### src/sv/assert_macros.svh
// Assertion macros used by the top-level RTL file of the positional array table.
`ifndef ASSERT_MACROS_SVH
`define ASSERT_MACROS_SVH
`ifndef ASSERT_OFF
// Condition must hold at every clock edge out of reset.
`define AST_ALWAYS(lbl, expr) \
    lbl: assert property (@(posedge i_clk) disable iff (!i_rst_n) (expr)) \
        else $error("assertion failed");
// Antecedent implies consequent in the same cycle.
`define AST_IMPLY(lbl, ante, cons) \
    lbl: assert property (@(posedge i_clk) disable iff (!i_rst_n) (ante) |-> (cons)) \
        else $error("assertion failed");
// Antecedent implies consequent in the next cycle.
`define AST_NEXT(lbl, ante, cons) \
    lbl: assert property (@(posedge i_clk) disable iff (!i_rst_n) (ante) |=> (cons)) \
        else $error("assertion failed");
`else
`define AST_ALWAYS(lbl, expr)
`define AST_IMPLY(lbl, ante, cons)
`define AST_NEXT(lbl, ante, cons)
`endif
`endif

### src/sv/pat_pkg.sv
// Types, codes and constants of the positional array table.
package pat_pkg;

    // Defaults for the top-level parameters
    localparam int unsigned DEF_CAPACITY   = 16;
    localparam int unsigned DEF_ENTRY_BITS = 64;

    // Largest supported capacity and the compare width that covers it and positions
    localparam int unsigned MAX_CAPACITY = 256;
    localparam int unsigned CMP_W        = $clog2(MAX_CAPACITY + 1) + 1;

    // Request operation codes
    typedef enum logic [2:0] {
        MODE_APPEND = 3'd0,
        MODE_POP    = 3'd1,
        MODE_INSERT = 3'd2,
        MODE_REMOVE = 3'd3,
        MODE_CHANGE = 3'd4,
        MODE_GET    = 3'd5,
        MODE_SEARCH = 3'd6
    } t_mode;

    // Status codes
    localparam logic [2:0] ST_OK       = 3'd0;
    localparam logic [2:0] ST_FULL     = 3'd1;
    localparam logic [2:0] ST_EMPTY    = 3'd2;
    localparam logic [2:0] ST_BADPOS   = 3'd3;
    localparam logic [2:0] ST_NOTFOUND = 3'd4;

    // Request and result payloads
    typedef struct packed {
        logic [2:0]  mode;
        logic [4:0]  position;
        logic [63:0] value;
    } t_req;

    typedef struct packed {
        logic [2:0]  status;
        logic [63:0] entry_out;
        logic [3:0]  found_index;
        logic [4:0]  fill_count;
    } t_rsp;

    // Update applied to the cell row at commit
    typedef enum logic [1:0] {
        K_NONE   = 2'd0,
        K_WRITE  = 2'd1,
        K_INSERT = 2'd2,
        K_REMOVE = 2'd3
    } t_kind;

    // Broadcast control from the sequencer to every cell
    typedef struct packed {
        logic             commit;
        t_kind            kind;
        logic             search;
        logic [CMP_W-1:0] tgt;
        logic [CMP_W-1:0] cnt;
        logic [CMP_W-1:0] addr;
    } t_cell_ctl;

    // Lookup token passed from cell to cell
    typedef struct packed {
        logic             found;
        logic [CMP_W-1:0] idx;
    } t_probe;

endpackage

### src/sv/pat_cell.sv
// One table cell: holds one entry, shifts with its neighbors, forwards the lookup token.
module pat_cell import pat_pkg::*; #(
    parameter int unsigned ENTRY_BITS = DEF_ENTRY_BITS,
    parameter int unsigned CELL_IDX   = 0
) (
    input  logic                  i_clk,
    input  t_cell_ctl             i_ctl,
    input  logic [ENTRY_BITS-1:0] i_word,
    input  logic [ENTRY_BITS-1:0] i_left,
    input  logic [ENTRY_BITS-1:0] i_right,
    output logic [ENTRY_BITS-1:0] o_entry,
    input  t_probe                i_probe,
    input  logic [ENTRY_BITS-1:0] i_probe_data,
    output t_probe                o_probe,
    output logic [ENTRY_BITS-1:0] o_probe_data
);

    localparam logic [CMP_W-1:0] MY_IDX  = CMP_W'(CELL_IDX);
    localparam logic [CMP_W-1:0] MY_NEXT = CMP_W'(CELL_IDX + 1);

    logic [ENTRY_BITS-1:0] r_entry;
    logic [ENTRY_BITS-1:0] n_entry;
    t_probe                r_probe;
    t_probe                n_probe;
    logic [ENTRY_BITS-1:0] r_pdata;
    logic [ENTRY_BITS-1:0] n_pdata;
    logic                  w_write;
    logic                  w_take_left;
    logic                  w_take_right;
    logic                  w_hit;

    // Which update applies to this cell
    assign w_write      = ((i_ctl.kind == K_WRITE) || (i_ctl.kind == K_INSERT))
                          && (MY_IDX == i_ctl.tgt);
    assign w_take_left  = (i_ctl.kind == K_INSERT) && (MY_IDX > i_ctl.tgt)
                          && (MY_IDX <= i_ctl.cnt);
    assign w_take_right = (i_ctl.kind == K_REMOVE) && (MY_IDX >= i_ctl.tgt)
                          && (MY_NEXT < i_ctl.cnt);

    always_comb begin
        n_entry = r_entry;
        if (i_ctl.commit) begin
            if (w_write) begin
                n_entry = i_word;
            end else if (w_take_left) begin
                n_entry = i_left;
            end else if (w_take_right) begin
                n_entry = i_right;
            end
        end
    end

    // Key match for search, address match for reads
    assign w_hit = i_ctl.search ? ((MY_IDX < i_ctl.cnt) && (r_entry == i_word))
                                : (MY_IDX == i_ctl.addr);

    // First hit along the row claims the token
    always_comb begin
        n_probe = i_probe;
        n_pdata = i_probe_data;
        if (!i_probe.found && w_hit) begin
            n_probe.found = 1'b1;
            n_probe.idx   = MY_IDX;
            n_pdata       = r_entry;
        end
    end

    always_ff @(posedge i_clk) begin
        r_entry <= n_entry;
        r_probe <= n_probe;
        r_pdata <= n_pdata;
    end

    assign o_entry      = r_entry;
    assign o_probe      = r_probe;
    assign o_probe_data = r_pdata;

endmodule

### src/sv/positional_array_table_top.sv
// Top level of the positional array table: request sequencer and the row of cells.
//
//  channel   direction  handshake                 payload
//  request   in         i_start / o_busy          i_req  (t_req)
//  result    out        o_strobe (one cycle)      o_rsp  (t_rsp)
//
// A request is taken when i_start is high and o_busy is low.
// The lookup token walks the cell row one cell a cycle, so o_busy stays high while
// the whole row is scanned and the result strobes in the cycle after; a new request
// can be taken in that strobe cycle.
// Reset clears the fill count and the sequencer; entries are not cleared.
// The result is shown for one cycle only and cannot be held off.
`include "assert_macros.svh"
module positional_array_table_top import pat_pkg::*; #(
    parameter int unsigned CAPACITY   = DEF_CAPACITY,
    parameter int unsigned ENTRY_BITS = DEF_ENTRY_BITS
) (
    input  logic i_clk,
    input  logic i_rst_n,
    input  logic i_start,
    input  t_req i_req,
    output logic o_busy,
    output logic o_strobe,
    output t_rsp o_rsp
);

    localparam int unsigned CNT_W = $clog2(CAPACITY + 1);

    typedef enum logic [1:0] {
        S_IDLE = 2'b01,
        S_SCAN = 2'b10
    } t_state;

    t_state                r_state;
    logic [CNT_W-1:0]      r_cnt;
    logic [CNT_W-1:0]      r_count;
    logic [ENTRY_BITS-1:0] r_word;
    logic [2:0]            r_status;
    t_kind                 r_kind;
    logic [CMP_W-1:0]      r_tgt;
    logic [CMP_W-1:0]      r_addr;
    logic                  r_search;
    logic                  r_readop;
    logic                  r_inc;
    logic                  r_dec;
    logic                  r_strobe;
    t_rsp                  r_rsp;

    logic [2:0]            n_status;
    t_kind                 n_kind;
    logic [CMP_W-1:0]      n_tgt;
    logic [CMP_W-1:0]      n_addr;
    logic                  n_search;
    logic                  n_readop;
    logic                  n_inc;
    logic                  n_dec;
    logic [CNT_W-1:0]      n_count;
    t_rsp                  n_rsp;

    logic                  w_accept;
    logic                  w_commit;
    logic [CMP_W-1:0]      w_cnt;
    logic [CMP_W-1:0]      w_pos;
    logic [CMP_W-1:0]      w_cap;
    logic [CMP_W-1:0]      w_fill;
    t_cell_ctl             w_ctl;

    logic [ENTRY_BITS-1:0] w_entry [CAPACITY];
    logic [ENTRY_BITS-1:0] w_left  [CAPACITY];
    logic [ENTRY_BITS-1:0] w_right [CAPACITY];
    t_probe                w_probe [CAPACITY+1];
    logic [ENTRY_BITS-1:0] w_pdata [CAPACITY+1];

    assign w_accept = i_start && !o_busy;
    assign w_commit = (r_state == S_SCAN) && (r_cnt == CNT_W'(CAPACITY));
    assign w_cnt    = CMP_W'(r_count);
    assign w_pos    = CMP_W'(i_req.position);
    assign w_cap    = CMP_W'(CAPACITY);

    // Decode the request against the current fill count
    always_comb begin
        n_status = ST_OK;
        n_kind   = K_NONE;
        n_tgt    = '0;
        n_addr   = '0;
        n_search = 1'b0;
        n_readop = 1'b0;
        n_inc    = 1'b0;
        n_dec    = 1'b0;
        case (t_mode'(i_req.mode))
            MODE_APPEND: begin
                if (w_cnt >= w_cap) begin
                    n_status = ST_FULL;
                end else begin
                    n_kind = K_WRITE;
                    n_tgt  = w_cnt;
                    n_inc  = 1'b1;
                end
            end
            MODE_POP: begin
                if (r_count == '0) begin
                    n_status = ST_EMPTY;
                end else begin
                    n_addr   = w_cnt - CMP_W'(1);
                    n_readop = 1'b1;
                    n_dec    = 1'b1;
                end
            end
            MODE_INSERT: begin
                if (w_cnt >= w_cap) begin
                    n_status = ST_FULL;
                end else if (w_pos > w_cnt) begin
                    n_status = ST_BADPOS;
                end else begin
                    n_kind = K_INSERT;
                    n_tgt  = w_pos;
                    n_inc  = 1'b1;
                end
            end
            MODE_REMOVE: begin
                if (r_count == '0) begin
                    n_status = ST_EMPTY;
                end else if (w_pos >= w_cnt) begin
                    n_status = ST_BADPOS;
                end else begin
                    n_kind   = K_REMOVE;
                    n_tgt    = w_pos;
                    n_addr   = w_pos;
                    n_readop = 1'b1;
                    n_dec    = 1'b1;
                end
            end
            MODE_CHANGE: begin
                if (w_pos >= w_cnt) begin
                    n_status = ST_BADPOS;
                end else begin
                    n_kind = K_WRITE;
                    n_tgt  = w_pos;
                end
            end
            MODE_GET: begin
                if (w_pos >= w_cnt) begin
                    n_status = ST_BADPOS;
                end else begin
                    n_addr   = w_pos;
                    n_readop = 1'b1;
                end
            end
            MODE_SEARCH: begin
                n_search = 1'b1;
            end
            default: begin
                n_status = ST_OK;
            end
        endcase
    end

    // Latch the decoded request
    always_ff @(posedge i_clk) begin
        if (w_accept) begin
            r_word   <= i_req.value[ENTRY_BITS-1:0];
            r_status <= n_status;
            r_kind   <= n_kind;
            r_tgt    <= n_tgt;
            r_addr   <= n_addr;
            r_search <= n_search;
            r_readop <= n_readop;
            r_inc    <= n_inc;
            r_dec    <= n_dec;
        end
    end

    // Sequencer: scan the row, then commit
    always_ff @(posedge i_clk) begin
        if (!i_rst_n) begin
            r_state  <= S_IDLE;
            r_cnt    <= '0;
            r_count  <= '0;
            r_strobe <= 1'b0;
        end else begin
            r_strobe <= 1'b0;
            case (r_state)
                S_IDLE: begin
                    if (w_accept) begin
                        r_state <= S_SCAN;
                        r_cnt   <= '0;
                    end
                end
                S_SCAN: begin
                    if (w_commit) begin
                        r_state  <= S_IDLE;
                        r_count  <= n_count;
                        r_strobe <= 1'b1;
                    end else begin
                        r_cnt <= r_cnt + CNT_W'(1);
                    end
                end
                default: begin
                    r_state <= S_IDLE;
                end
            endcase
        end
    end

    // Result assembly at commit
    always_comb begin
        n_count = r_count;
        if (r_inc) begin
            n_count = r_count + CNT_W'(1);
        end else if (r_dec) begin
            n_count = r_count - CNT_W'(1);
        end
    end

    assign w_fill = CMP_W'(n_count);

    always_comb begin
        n_rsp             = '0;
        n_rsp.status      = r_status;
        n_rsp.fill_count  = w_fill[4:0];
        if (r_readop) begin
            n_rsp.entry_out = 64'(w_pdata[CAPACITY]);
        end
        if (r_search) begin
            if (w_probe[CAPACITY].found) begin
                n_rsp.status      = ST_OK;
                n_rsp.found_index = w_probe[CAPACITY].idx[3:0];
            end else begin
                n_rsp.status = ST_NOTFOUND;
            end
        end
    end

    always_ff @(posedge i_clk) begin
        if (w_commit) begin
            r_rsp <= n_rsp;
        end
    end

    // Broadcast control to the cells
    always_comb begin
        w_ctl        = '0;
        w_ctl.commit = w_commit;
        w_ctl.kind   = r_kind;
        w_ctl.search = r_search;
        w_ctl.tgt    = r_tgt;
        w_ctl.cnt    = w_cnt;
        w_ctl.addr   = r_addr;
    end

    assign w_probe[0] = '0;
    assign w_pdata[0] = '0;

    // Row of cells
    for (genvar gi = 0; gi < CAPACITY; gi++) begin : g_cell
        if (gi == 0) begin : g_first
            assign w_left[gi] = '0;
        end else begin : g_mid
            assign w_left[gi] = w_entry[gi-1];
        end
        if (gi == CAPACITY - 1) begin : g_last
            assign w_right[gi] = '0;
        end else begin : g_inner
            assign w_right[gi] = w_entry[gi+1];
        end

        pat_cell #(
            .ENTRY_BITS (ENTRY_BITS),
            .CELL_IDX   (gi)
        ) u_cell (
            .i_clk        (i_clk),
            .i_ctl        (w_ctl),
            .i_word       (r_word),
            .i_left       (w_left[gi]),
            .i_right      (w_right[gi]),
            .o_entry      (w_entry[gi]),
            .i_probe      (w_probe[gi]),
            .i_probe_data (w_pdata[gi]),
            .o_probe      (w_probe[gi+1]),
            .o_probe_data (w_pdata[gi+1])
        );
    end

    assign o_busy   = (r_state != S_IDLE);
    assign o_strobe = r_strobe;
    assign o_rsp    = r_rsp;

    // Checks
    `AST_ALWAYS(a_count_bound, r_count <= CNT_W'(CAPACITY))
    `AST_ALWAYS(a_scan_bound, r_cnt <= CNT_W'(CAPACITY))
    `AST_NEXT(a_accept_busy, w_accept, o_busy)
    `AST_NEXT(a_commit_strobe, w_commit, o_strobe && !o_busy)
    `AST_IMPLY(a_strobe_after_scan, o_strobe, $past(w_commit))

endmodule

### config.mk
export PLATFORM = sky130hd
export DESIGN_NAME = positional_array_table_top
export DESIGN_NICKNAME = d
export VERILOG_FILES = /design/src/sv/pat_pkg.sv /design/src/sv/pat_cell.sv /design/src/sv/positional_array_table_top.sv
export VERILOG_INCLUDE_DIRS = /design/src /design/src/sv
export SDC_FILE = /design/constraint.sdc
export NUM_CORES = 2
export LEC_CHECK = 0
export ABC_AREA = 1
export BUFFER_PORTS_ARGS = -buffer_cell sky130_fd_sc_hd__buf_2
export CAP_MARGIN = 20
export CORE_MARGIN = 3
export CORE_UTILIZATION = 40
export CTS_BUF_LIST = sky130_fd_sc_hd__clkbuf_8
export CTS_CLUSTER_SIZE = 28
export DETAILED_ROUTE_END_ITERATION = 10
export PLACE_DENSITY = 0.51
export SLEW_MARGIN = 20
export SYNTH_ARGS = -nofsm -noshare
export SYNTH_HDL_FRONTEND = slang
export SYNTH_SLANG_ARGS = --single-unit
### constraint.sdc
create_clock -name i_clk -period 17 [get_ports i_clk]
set_clock_uncertainty 0.1 [all_clocks]
set_input_delay 3.4 -clock i_clk [delete_from_list [all_inputs] [get_ports i_clk]]
set_output_delay 3.4 -clock i_clk [all_outputs]
set_load 0.1 [all_outputs]
==> metrics.cfg <==
[cells_and_area]
drive_gt1_frac=0.0846
nFillCells=27700
fin_nets=13700
design_area_mm2=0.121
syn_to_final_growth_pct=10.0
final_util=0.443
multiInputGateArea_mm2=0.0435
regArea_mm2=0.0576

[placement]
io_buffers=152
placedInstanceArea_mm2=0.113
gpl.final_weighted_congestion=1.02
hpwlAfterDp_mm=355
pre_cts_slack_ps=11330

[sta]
setup_tns_ps=0
tightest_slew_ps=1210
hold_violations=0
setup_violations=0
min_period_ps=5450
setup_slack_ps=11550
max_freq_ghz=0.183
grt_setup_unrepaired=no
maxSlewHeadroom=0.194
final-max-slew-violation-count=0
final.period_utilization=0.321

[routing]
wl_per_cell_um=27.4
vias=99200
detail-route-antenna-nets=0
via_per_inst=5.63
firstDrtPassIters=7
drc=0
wl_mm=482
drt-initial-drc-count=13200

[die]
die_area_mm2=0.282
coreArea_mm2=0.274
rows=192
ios=153
die_w_um=531
die_y_um=531
initial_utilization=0.402

[yosys]
syn-num-nets=13900
synth-main-ff-cell=edfxtp_1
syn_area_per_cell_um2=7.96
syn_inst=13800
synth_seq_cells=2285
netlist_area_mm2=0.110
yosysSeqAreaShare=0.523
synth_edf_count=1183
synth_warnings=0
ys_async_sr_fraction=0
synth_cell_types=42

[global_route]
grt_max_degree=88
gr-total-overflow=0
grt_usage=0.332
grt_pass1_vias=91800
antenna_found_initial=17
grt_pass1_wl_mm=682

[worst_setup_path]
r2r_setup_slack_ps=12270
slowest_delay_ps=430
critical_path_class=register to output port
startpoint_type=register
required_ps=13500
crit_chain=inv_1, nand2_1, buf_2
cp-end-kind=output port
crit_fanout=2
arrival_ps=1950
slowest_stage=buf_2

[power_and_ir_drop]
p_total_mw=12.1
power.density_mw_per_mm2=99.8
peakVddDrop_v=0.0000610
power_leakage_nw=54.6

[cts]
ctsResizeCount=0
cts_tree=yes
cts_root_buffer=clkbuf_8
cts_sinks=2285
clockBufferDepth=4
clk_latency_ps=1120
cts_htree_levels=5
holdBufCountCts=0
cts_made_buffers=414
cts_setup_buffers=0
cts.reportedPaths.clkPinSlew_ps=60

[flow_run]
maxCapViolations=0

[outcome]
status=completed

[worst_hold_path]
hp-class=register to register

[layer usage]
metal	track usage	part of all wire	wire (um)	up-vias
li1	-	-	-	45500
met1	0.474	0.43	207000	47200
met2	0.470	0.41	197000	5552
met3	0.0531	0.092	44200	918
met4	0.198	0.070	33600	2
met5	0	0.000019	9	-
[cell usage after synthesis (194+ instances only)]
cell / number / share of area
nand2_1: 5039 / 0.17
edfxtp_1: 1183 / 0.32
nand3_1: 1161 / 0.053
inv_1: 1110 / 0.038
dfxtp_1: 1102 / 0.20
o21ai_0: 814 / 0.037
o211ai_1: 613 / 0.042
nor2_1: 611 / 0.021
clkbuf_1: 487 / 0.017
buf_2: 352 / 0.016
a21oi_1: 247 / 0.011
o221ai_1: 194 / 0.015
[where the power goes]
part | internal [mW] | total (mW) | leakage, nW | switching, mW
logic | 0.187 | 0.879 | 30.3 | 0.692
clock network | 2.77 | 5.26 | 4.91 | 2.49
registers | 5.91 | 5.96 | 19.4 | 0.0517
total | 8.86 | 12.1 | 54.6 | 3.23
[path summary, 6_finish.rpt]
kind / startpoint / end / cells after the start
setup / recovery: r_state[1] / o_busy / 3
hold / removal: g_cell[7].u_cell.o_probe_data[50] / g_cell[8].u_cell.o_probe_data[50] / 2
setup reg to reg: r_search / g_cell[15].u_cell.o_probe_data[16] / 10
hold reg to reg: g_cell[7].u_cell.o_probe_data[50] / g_cell[8].u_cell.o_probe_data[50] / 2
[worst max-delay path, delay by kind of cell (launching register included)]
family	cells	cell delay [ps]
AND/OR/NAND/NOR	1	80
buffers and inverters	2	470
flip-flops	1	300
[layout make-up]
cell class,instances,share of cell area
Sequential cell,2285,0.475
Antenna cell,13,0.000268
Clock buffer,497,0.0564
Multi-Input combinational cell,9342,0.359
Timing Repair Buffer,434,0.0237
Inverter,1176,0.0365
Clock inverter,279,0.0118
Tap cell,3589,0.0370
[layout by cell type, fill, tap and decap left out, drive strengths merged, types with 8 or more instances in the layout]
cell,count
o211ai,613
bufinv,8
a21oi,247
o21ai,947
nand3,1161
nor2,615
inv,1362
a31oi,50
nand2,5046
clkbuf,497
a21boi,11
clkinvlp,13
diode,13
buf,434
nor3,26
o22ai,131
ha,14
xnor2,96
o221ai,194
clkinv,72
edfxtp,1183
nand4,122
xor2,45
dfxtp,1102
[kinds of logic after synthesis]
family                     share of synthesized area
xor gates and xnor gates                      0.0112
AOI/OAI and AO/OA                              0.123
buffers and inverters                         0.0865
adders and majority gates                    0.00159
and+or+nand+nor                                0.255
DFF                                            0.523
[state kept, by name (all words and copies together) (netlist names), 5 cells and up]
register                    flops
r_count                         5
r_cnt                           5
g_cell.u_cell.o_probe_data   1024
r_word                         64
r_tgt                           5
r_addr                          6
g_cell.u_cell.o_probe          65
g_cell.u_cell.o_entry        1024
o_rsp                          76
[stage by stage]
step	std cells	hold slack, ps
floorplan	13800	287
global placement	16800	297
detailed placement	16800	294
CTS	17600	296
global route	17600	316
finish	17600	297
(Power assumes the default switching activity.)
